$ cat config.mk
export PLATFORM = sky130hd
export DESIGN_NAME = ffba_engine
export DESIGN_NICKNAME = d
export VERILOG_FILES = /design/src/hw/rtl/ffba_pkg.sv /design/src/hw/rtl/ffba_engine.sv
export SDC_FILE = /design/constraint.sdc
export NUM_CORES = 2
export LEC_CHECK = 0
export ABC_AREA = 1
export BUFFER_PORTS_ARGS = -buffer_cell sky130_fd_sc_hd__buf_2
export CORE_UTILIZATION = 35
export DETAILED_ROUTE_END_ITERATION = 6
export PLACE_DENSITY_LB_ADDON = 0.15
export REMOVE_ABC_BUFFERS = 1
export SLEW_MARGIN = 15
export SYNTH_ARGS = -nofsm -noshare
export SYNTH_HDL_FRONTEND = slang
export SYNTH_SLANG_ARGS = --single-unit
$ cat constraint.sdc
create_clock -name clk -period 6.65 [get_ports clk]
set_input_delay 0.665 -clock clk [delete_from_list [all_inputs] [get_ports clk]]
set_output_delay 0.665 -clock clk [all_outputs]
set_load 0.05 [all_outputs]
$ cat src/hw/rtl/ffba_pkg.sv
// Shared types and fixed constants of the first-fit block allocator.
// Used by the table memory, the engine, the top level and the checker.
// No dependencies.
package ffba_pkg;

	// fixed layout constants
	localparam int HEADER_BYTES = 24;
	localparam int ALIGN_BYTES  = 16;
	localparam int ALIGN_LG     = 4;
	localparam int MIN_BLOCK    = HEADER_BYTES + ALIGN_BYTES;
	localparam logic [31:0] HEAP_SIZE_RST = 32'd65536;

	// configuration register indexes
	localparam logic REG_HEAP_BASE = 1'b0;
	localparam logic REG_HEAP_SIZE = 1'b1;

	// command codes
	localparam logic CMD_ALLOC = 1'b0;
	localparam logic CMD_FREE  = 1'b1;

	typedef enum logic [2:0] {
		ST_OK        = 3'd0,
		ST_NO_MEM    = 3'd1,
		ST_ZERO_SIZE = 3'd2,
		ST_NOT_ALLOC = 3'd3,
		ST_BAD_CFG   = 3'd4
	} status_t;

	typedef struct packed {
		logic        command;
		logic [31:0] request_size;
		logic [31:0] free_address;
	} cmd_t;

	typedef struct packed {
		status_t     status;
		logic [31:0] granted_address;
		logic [31:0] bytes_allocated;
		logic [31:0] bytes_free;
	} res_t;

	// one row of the block table
	typedef struct packed {
		logic [31:0] offset;
		logic [31:0] length;
		logic        used;
	} entry_t;

endpackage

$ cat src/hw/rtl/ffba_engine.sv
// Command sequencer: scans the block table, splits, merges and shifts rows,
// keeps the running totals and forms the result beat. Depends on ffba_pkg.
module ffba_engine import ffba_pkg::*; #(
	parameter int MAX_BLOCKS = 64,
	parameter int IW = 6
) (
	input  logic          clk,
	input  logic          arst_n,
	input  logic          start,
	input  cmd_t          cmd,
	output logic          busy,
	output logic          done,
	output res_t          result,
	input  logic          reinit,
	input  logic [31:0]   reinit_size,
	input  logic [31:0]   heap_base,
	input  logic [31:0]   heap_size,
	output logic          ram_we,
	output logic [IW-1:0] ram_waddr,
	output entry_t        ram_wdata,
	output logic          ram_re,
	output logic [IW-1:0] ram_raddr,
	input  entry_t        ram_rdata
);

	localparam int CW = $clog2(MAX_BLOCKS + 1);

	typedef enum logic [14:0] {
		S_IDLE  = 15'b000000000000001,
		S_INIT  = 15'b000000000000010,
		S_SCAN  = 15'b000000000000100,
		S_UPRD  = 15'b000000000001000,
		S_UPWR  = 15'b000000000010000,
		S_SPLIT = 15'b000000000100000,
		S_GRANT = 15'b000000001000000,
		S_NXTRD = 15'b000000010000000,
		S_NXTWT = 15'b000000100000000,
		S_PRVRD = 15'b000001000000000,
		S_PRVWT = 15'b000010000000000,
		S_MERGE = 15'b000100000000000,
		S_DNCK  = 15'b001000000000000,
		S_DNRD  = 15'b010000000000000,
		S_DNWR  = 15'b100000000000000
	} state_t;

	state_t        state_q;
	logic          fresh_q;
	logic [CW-1:0] count_q;
	logic [31:0]   in_use_q;
	logic [31:0]   avail_q;
	logic          is_free_q;
	logic [33:0]   need_q;
	logic [31:0]   addr_q;
	logic [CW-1:0] scan_q;
	logic          chk_vld_q;
	logic [IW-1:0] chk_idx_q;
	logic [IW-1:0] idx_q;
	entry_t        ent_q;
	entry_t        nxt_q;
	entry_t        prv_q;
	logic          nf_q;
	logic          pf_q;
	logic          split_q;
	logic [CW-1:0] j_q;
	logic          sh2_q;
	logic          shift_q;
	logic          done_q;
	res_t          res_q;

	logic [33:0]   need_sum;
	logic [33:0]   need_rnd;
	logic [33:0]   need_c;
	logic          bad_cfg;
	logic [CW-1:0] cnt_m1;
	logic [CW-1:0] idx_c;
	logic [CW-1:0] idx_p1;
	logic [CW-1:0] chk_c;
	logic [CW-1:0] shamt;
	logic [CW-1:0] j_p1;
	logic [CW-1:0] j_ps;
	logic [IW-1:0] idx_m1;
	logic [31:0]   user_rd;
	logic          hit;
	logic          split_now;
	logic [31:0]   blen;
	logic [31:0]   nxt_len;
	logic [31:0]   mrg_len;

	// request size to block size: add header, round up, apply minimum; flag bad config
	always_comb begin
		need_sum = 34'(cmd.request_size) + 34'(HEADER_BYTES + ALIGN_BYTES - 1);
		need_rnd = {need_sum[33:ALIGN_LG], {ALIGN_LG{1'b0}}};
		need_c   = (need_rnd < 34'(MIN_BLOCK)) ? 34'(MIN_BLOCK) : need_rnd;
		bad_cfg  = (heap_base[ALIGN_LG-1:0] != '0) || (heap_size < 32'(MIN_BLOCK));
	end

	// index arithmetic
	always_comb begin
		cnt_m1  = count_q - CW'(1);
		idx_c   = CW'(idx_q);
		idx_p1  = idx_c + CW'(1);
		chk_c   = CW'(chk_idx_q);
		shamt   = sh2_q ? CW'(2) : CW'(1);
		j_p1    = j_q + CW'(1);
		j_ps    = j_q + shamt;
		idx_m1  = idx_q - IW'(1);
	end

	// row match during the scan, split test and merged lengths
	always_comb begin
		user_rd   = heap_base + ram_rdata.offset + 32'(HEADER_BYTES);
		if (is_free_q) begin
			hit = ram_rdata.used && (user_rd == addr_q);
		end else begin
			hit = !ram_rdata.used && ({2'b00, ram_rdata.length} >= need_q);
		end
		split_now = ({3'b000, ram_rdata.length} >= ({1'b0, need_q} + 35'(MIN_BLOCK)))
			&& (count_q < CW'(MAX_BLOCKS));
		blen    = split_q ? need_q[31:0] : ent_q.length;
		nxt_len = nf_q ? nxt_q.length : 32'd0;
		mrg_len = ent_q.length + nxt_len;
	end

	// table memory port control
	always_comb begin
		ram_we    = 1'b0;
		ram_waddr = '0;
		ram_wdata = '0;
		ram_re    = 1'b0;
		ram_raddr = '0;
		case (state_q)
			S_INIT: begin
				ram_we    = 1'b1;
				ram_wdata = '{offset: 32'd0, length: heap_size, used: 1'b0};
			end
			S_SCAN: begin
				ram_re    = scan_q < count_q;
				ram_raddr = scan_q[IW-1:0];
			end
			S_UPRD: begin
				ram_re    = 1'b1;
				ram_raddr = j_q[IW-1:0];
			end
			S_UPWR: begin
				ram_we    = 1'b1;
				ram_waddr = j_p1[IW-1:0];
				ram_wdata = ram_rdata;
			end
			S_SPLIT: begin
				ram_we    = 1'b1;
				ram_waddr = idx_p1[IW-1:0];
				ram_wdata = '{offset: ent_q.offset + need_q[31:0],
					length: ent_q.length - need_q[31:0], used: 1'b0};
			end
			S_GRANT: begin
				ram_we    = 1'b1;
				ram_waddr = idx_q;
				ram_wdata = '{offset: ent_q.offset, length: blen, used: 1'b1};
			end
			S_NXTRD: begin
				ram_re    = 1'b1;
				ram_raddr = idx_p1[IW-1:0];
			end
			S_PRVRD: begin
				ram_re    = 1'b1;
				ram_raddr = idx_m1;
			end
			S_MERGE: begin
				ram_we = 1'b1;
				if (pf_q) begin
					ram_waddr = idx_m1;
					ram_wdata = '{offset: prv_q.offset, length: prv_q.length + mrg_len,
						used: 1'b0};
				end else begin
					ram_waddr = idx_q;
					ram_wdata = '{offset: ent_q.offset, length: mrg_len, used: 1'b0};
				end
			end
			S_DNRD: begin
				ram_re    = 1'b1;
				ram_raddr = j_ps[IW-1:0];
			end
			S_DNWR: begin
				ram_we    = 1'b1;
				ram_waddr = j_q[IW-1:0];
				ram_wdata = ram_rdata;
			end
			default: begin
			end
		endcase
	end

	// sequencer
	always_ff @(posedge clk or negedge arst_n) begin
		if (!arst_n) begin
			state_q   <= S_IDLE;
			fresh_q   <= 1'b1;
			count_q   <= CW'(1);
			in_use_q  <= '0;
			avail_q   <= HEAP_SIZE_RST;
			is_free_q <= 1'b0;
			need_q    <= '0;
			addr_q    <= '0;
			scan_q    <= '0;
			chk_vld_q <= 1'b0;
			chk_idx_q <= '0;
			idx_q     <= '0;
			ent_q     <= '0;
			nxt_q     <= '0;
			prv_q     <= '0;
			nf_q      <= 1'b0;
			pf_q      <= 1'b0;
			split_q   <= 1'b0;
			j_q       <= '0;
			sh2_q     <= 1'b0;
			shift_q   <= 1'b0;
			done_q    <= 1'b0;
			res_q     <= '0;
		end else begin
			done_q <= 1'b0;
			case (state_q)
				S_IDLE: begin
					// heap_size write: table back to one free block
					if (reinit) begin
						count_q  <= CW'(1);
						in_use_q <= '0;
						avail_q  <= reinit_size;
						fresh_q  <= 1'b1;
					end
					if (start) begin
						is_free_q <= cmd.command;
						addr_q    <= cmd.free_address;
						need_q    <= need_c;
						scan_q    <= '0;
						chk_vld_q <= 1'b0;
						if (bad_cfg) begin
							done_q <= 1'b1;
							res_q  <= '{ST_BAD_CFG, 32'd0, in_use_q, avail_q};
						end else if (cmd.command == CMD_ALLOC && cmd.request_size == '0) begin
							done_q <= 1'b1;
							res_q  <= '{ST_ZERO_SIZE, 32'd0, in_use_q, avail_q};
						end else begin
							state_q <= fresh_q ? S_INIT : S_SCAN;
						end
					end
				end
				S_INIT: begin
					fresh_q <= 1'b0;
					state_q <= S_SCAN;
				end
				S_SCAN: begin
					// reads issue every cycle up to the last row; each row is checked when its registered read data returns
					scan_q    <= scan_q + CW'(ram_re);
					chk_vld_q <= ram_re;
					chk_idx_q <= scan_q[IW-1:0];
					if (chk_vld_q) begin
						if (hit) begin
							ent_q <= ram_rdata;
							idx_q <= chk_idx_q;
							nf_q  <= 1'b0;
							pf_q  <= 1'b0;
							if (is_free_q) begin
								if (chk_c + CW'(1) < count_q) begin
									state_q <= S_NXTRD;
								end else if (chk_idx_q != '0) begin
									state_q <= S_PRVRD;
								end else begin
									state_q <= S_MERGE;
								end
							end else begin
								split_q <= split_now;
								j_q     <= cnt_m1;
								if (!split_now) begin
									state_q <= S_GRANT;
								end else if (cnt_m1 > chk_c) begin
									state_q <= S_UPRD;
								end else begin
									state_q <= S_SPLIT;
								end
							end
						end else if (chk_c == cnt_m1) begin
							state_q <= S_IDLE;
							done_q  <= 1'b1;
							res_q   <= '{is_free_q ? ST_NOT_ALLOC : ST_NO_MEM, 32'd0,
								in_use_q, avail_q};
						end
					end
				end
				// open a gap after the chosen row, one row per S_UPRD/S_UPWR pair
				S_UPRD: begin
					state_q <= S_UPWR;
				end
				S_UPWR: begin
					j_q     <= j_q - CW'(1);
					state_q <= ((j_q - CW'(1)) > idx_c) ? S_UPRD : S_SPLIT;
				end
				S_SPLIT: begin
					count_q <= count_q + CW'(1);
					state_q <= S_GRANT;
				end
				S_GRANT: begin
					in_use_q <= in_use_q + blen;
					avail_q  <= avail_q - blen;
					state_q  <= S_IDLE;
					done_q   <= 1'b1;
					res_q    <= '{ST_OK, heap_base + ent_q.offset + 32'(HEADER_BYTES),
						in_use_q + blen, avail_q - blen};
				end
				// neighbour fetch for coalescing
				S_NXTRD: begin
					state_q <= S_NXTWT;
				end
				S_NXTWT: begin
					nxt_q   <= ram_rdata;
					nf_q    <= !ram_rdata.used;
					state_q <= (idx_q != '0) ? S_PRVRD : S_MERGE;
				end
				S_PRVRD: begin
					state_q <= S_PRVWT;
				end
				S_PRVWT: begin
					prv_q   <= ram_rdata;
					pf_q    <= !ram_rdata.used;
					state_q <= S_MERGE;
				end
				S_MERGE: begin
					in_use_q <= in_use_q - ent_q.length;
					avail_q  <= avail_q + ent_q.length;
					if (pf_q) begin
						j_q     <= idx_c;
						sh2_q   <= nf_q;
						shift_q <= 1'b1;
					end else begin
						j_q     <= idx_p1;
						sh2_q   <= 1'b0;
						shift_q <= nf_q;
					end
					state_q <= S_DNCK;
				end
				// close the hole left by merged rows
				S_DNCK: begin
					if (shift_q && (j_ps < count_q)) begin
						state_q <= S_DNRD;
					end else begin
						if (shift_q) begin
							count_q <= count_q - shamt;
						end
						state_q <= S_IDLE;
						done_q  <= 1'b1;
						res_q   <= '{ST_OK, 32'd0, in_use_q, avail_q};
					end
				end
				S_DNRD: begin
					state_q <= S_DNWR;
				end
				S_DNWR: begin
					j_q     <= j_p1;
					state_q <= S_DNCK;
				end
				default: begin
					state_q <= S_IDLE;
				end
			endcase
		end
	end

	assign busy   = (state_q != S_IDLE);
	assign done   = done_q;
	assign result = res_q;

endmodule

==> results.sh <==
export IMPL_status="completed"
export IMPL_routed_wl_um=198000
export IMPL_worstHoldPathType="input pin to flop"
export IMPL_syn_cell_area_um2=43000
export IMPL_die_h_um=352
export IMPL_yosys_top_cells_count="nand2_1 (1,548), inv_1 (896), o21ai_0 (677), a21oi_1 (507), ha_1 (471)"
export IMPL_min_from="cmd[20]"
export IMPL_vias=45800
export IMPL_fin_ws_ns=0.345
export IMPL_fill_cells=13200
export IMPL_rows=128
export IMPL_maxSlewViolCount=0
export IMPL_core_area_um2=122000
export IMPL_critical_path_top_delay_family="compound AO/OA/AOI/OAI gates"
export IMPL_seq_area_um2=11100
export IMPL_yosysMostFrequentCell="nand2_1"
export IMPL_synth_edf_count=0
export IMPL_hpwlAfterDp_um=162000
export IMPL_grt_overflow_total=0
export IMPL_cts_max_path_buffers=3
export IMPL_synth_cell_types=63
export IMPL_port_buffer_count=409
export IMPL_clock_fmax_mhz=159
export IMPL_p_leak_uw=0.0259
export IMPL_period_minus_slack_ns=6.31
export IMPL_required_ns=5.98
export IMPL_power_per_cell_area_nw_per_um2=312
export IMPL_maxCapViolations=0
export IMPL_synth_seq_cells=442
export IMPL_ys_flop_type="dfrtp_1"
export IMPL_p_total_uw=15300
export IMPL_place_congestion=1.02
export IMPL_die_w_um=352
export IMPL_grt_start_max_net_pins=133
export IMPL_drt_pass1_iter_count=6
export IMPL_antenna_found_initial=31
export IMPL_worst_skew_pair_late_latency_ns=0.70
export IMPL_crit_chain="nand2_1, inv_1, ha_1, inv_1, fa_1, o21ai_2, a21oi_1, o21ai_0, xnor2_1, inv_1, ha_1, nand2_1, o21ai_0, a21oi_1, o21ai_0, a21oi_2, o21ai_0, nor2_1, o21ai_0, o21ai_0, o21bai_2, clkbuf_4"
export IMPL_io_pin_count=410
export IMPL_yosys_area_top_type="dfrtp_1"
export IMPL_drt_iter0_drc=3854
export IMPL_worstMarginPinSlew_ns=1.24
export IMPL_relSlewSlack=0.170
export IMPL_cts_buffers=58
export IMPL_slowest_stage="o21ai_0"
export IMPL_cp_common_cell="o21ai_0"
export IMPL_synthTopCellsByArea="dfrtp_1 (26%), ha_1 (14%), nand2_1 (14%)"
export IMPL_final_nets=7504
export IMPL_yosysTopAreaCellShare=0.255
export IMPL_finalClockSkew_ns=0.0410
export IMPL_crit_buf_inv=4
export IMPL_ys_warn_count=0
export IMPL_finalCritPeriodShare=0.948
export IMPL_place_ws_ns=0.429
export IMPL_viasPerCell=5.40
export IMPL_synthCells=6412
export IMPL_crit_fanout=5
export IMPL_setup_viol=0
export IMPL_hold_viol=0
export IMPL_grt_pass1_vias=43800
export IMPL_routedWlPerCell_um=23.4
export IMPL_stdcell_count=8475
export IMPL_async_flop_share=1.00
export IMPL_multiInputGateArea_um2=27800
export IMPL_crit_arrival_ns=5.64
export IMPL_initial_utilization=0.353
export IMPL_crit_type="flop to output port"
export IMPL_gr_usage_all_layers=0.309
export IMPL_clk_pin_slew_worst_paths_ns=0.06
export IMPL_cts_tree="built"
export IMPL_antenna_left=0
export IMPL_dp_cells=8354
export IMPL_htreeDepth=2
export IMPL_worstSetupStartpoint="nxt_q[1]$_DFFE_PN0P_"
export IMPL_drive_gt1_frac=0.111
export IMPL_r2r_start="split_q$_DFFE_PN0P_"
export IMPL_crit_path_end_kind="output port"
export IMPL_area_delta_synth_final_pct=14.5
export IMPL_peakVddDrop_uv=281
export IMPL_crit_path_max_incr_delay_ns=0.57
export IMPL_drcViolationCount=0
export IMPL_die_area_um2=124000
export IMPL_ys_seq_area_frac=0.258
export IMPL_grt_pass1_wl_um=288000
export IMPL_cts_sinks=442
export IMPL_startpoint_type="flop"
export IMPL_cts_root_buf="clkbuf_16"
export IMPL_synth_area_per_cell_um2=6.70
==> cells by family (layout without fill, tap and decap cells) <==
| family | count (synthesis) | in the layout | synth area share |
|---|---|---|---|
| XOR/XNOR | 179 | 179 | 0.0368 |
| other | 0 | 10 | 0 |
| AND/OR/NAND/NOR | 2606 | 2606 | 0.255 |
| adder cells (fa/ha/maj) | 483 | 483 | 0.143 |
| flip-flops | 442 | 442 | 0.258 |
| buffers and inverters | 1095 | 1523 | 0.0987 |
| AO/OA/AOI/OAI | 1607 | 1607 | 0.209 |
==> layer usage <==
layer / routed length (um) / GRT usage / up-vias
met5: 159 / 0 / -
met4: 8250 / 0.117 / 22
met3: 11500 / 0.0417 / 356
met2: 91900 / 0.521 / 1464
met1: 86200 / 0.401 / 21700
li1: - / - / 22300
==> path summary, 6_finish.rpt <==
path | end | slack [ns] | cells past startpoint
min in group asynchronous | in_use_q[8]$_DFFE_PN0P_ | 0.56 | 2
worst max-delay path | ram_wdata[21] | 0.34 | 22
worst min register to register | result[95]$_DFFE_PN0P_ | 0.47 | 2
max in group asynchronous | split_q$_DFFE_PN0P_ | 4.60 | 3
worst min-delay path | addr_q[20]$_DFFE_PN0P_ | 0.16 | 3
worst max register to register | result[63]$_DFFE_PN0P_ | 1.76 | 20
==> worst reg2reg max path, stage by stage, from the launching register on <==
cell	delay [ns]
dfrtp_2	0.61
buf_12	0.28
o21ai_0	0.90
inv_1	0.25
ha_1	0.42
nand2_1	0.15
nor2_1	0.07
nand2_1	0.07
nand2_1	0.05
nand2_1	0.05
nand3_1	0.20
a21o_1	0.28
a21oi_1	0.47
o21ai_0	0.26
or2_2	0.32
nand3_1	0.09
nand2_1	0.10
inv_1	0.07
nand2_1	0.06
nand2_1	0.06
inv_1	0.03
==> layout make-up <==
class | count | area share
Multi-Input combinational cell | 4875 | 0.565
Sequential cell | 442 | 0.225
Inverter | 934 | 0.0713
Timing Repair Buffer | 480 | 0.0544
Tap cell | 1625 | 0.0413
Clock buffer | 80 | 0.0347
Clock inverter | 29 | 0.00832
Antenna cell | 10 | 0.000509
==> stage by stage <==
step	area [um2]	hold WS (ns)	utilization	setup TNS [ns]
2_1_floorplan	42200	0.369	-	0
3_3_place_gp	47000	0.455	0.386	0
3_5_place_dp	47000	0.460	0.386	0
4_1_cts	49100	0.117	0.403	0
5_1_grt	49200	0.156	0.404	-0.00237
6_report	49200	0.162	0.404	0
==> power breakdown <==
part / internal (uW) / switching, uW / leakage (uW)
sequential: 3280 / 708 / 0.00520
combinational: 2420 / 5350 / 0.0197
clock: 2140 / 1440 / 0.00104
total: 7840 / 7490 / 0.0259
==> what timing repair did <==
action	in CTS	in global routing
buffers inserted	0	1
hold endpoints to repair	32	0
gates resized for setup	3	19
hold buffers	1	0
pin swaps	0	2
setup endpoints to repair	6	14
==> flip-flops by register name, indices dropped and copies added, names as in the netlist <==
name       flops
pf_q           1
nf_q           1
result        99
state_q       15
addr_q        32
idx_q          6
need_q        30
in_use_q      32
count_q        7
shift_q        1
j_q            7
scan_q         7
prv_q         64
nxt_q         32
sh2_q          1
chk_vld_q      1
is_free_q      1
ent_q         64
fresh_q        1
chk_idx_q      6
split_q        1
done           1
avail_q       32
==> cells in the final DEF, fill, tap and decap left out, types with 14 or more instances in the layout <==
master	netlist	layout
nor3_1	101	100
a21boi_0	16	14
a21oi_1	507	503
o21a_1	23	23
nor2_1	439	436
o21ai_0	677	667
o21ai_2	10	14
nand2_2	15	18
clkbuf_8	0	15
o21ai_1	53	59
buf_2	7	407
nand3b_1	19	19
xnor2_1	54	54
a31oi_1	68	68
o22ai_1	23	23
a21o_1	30	30
or2_2	66	66
nand3_1	285	285
o221ai_1	19	19
inv_2	33	33
nand2_1	1548	1543
nor4_1	32	31
o2111ai_1	23	23
xor2_1	124	124
inv_1	896	896
clkbuf_16	0	59
a22oi_1	23	23
a221oi_1	38	38
nand4_1	70	70
dfrtp_1	438	436
ha_1	471	471
buf_4	5	63
o211ai_1	45	45
Note: power is estimated with default switching activity, not from simulation.
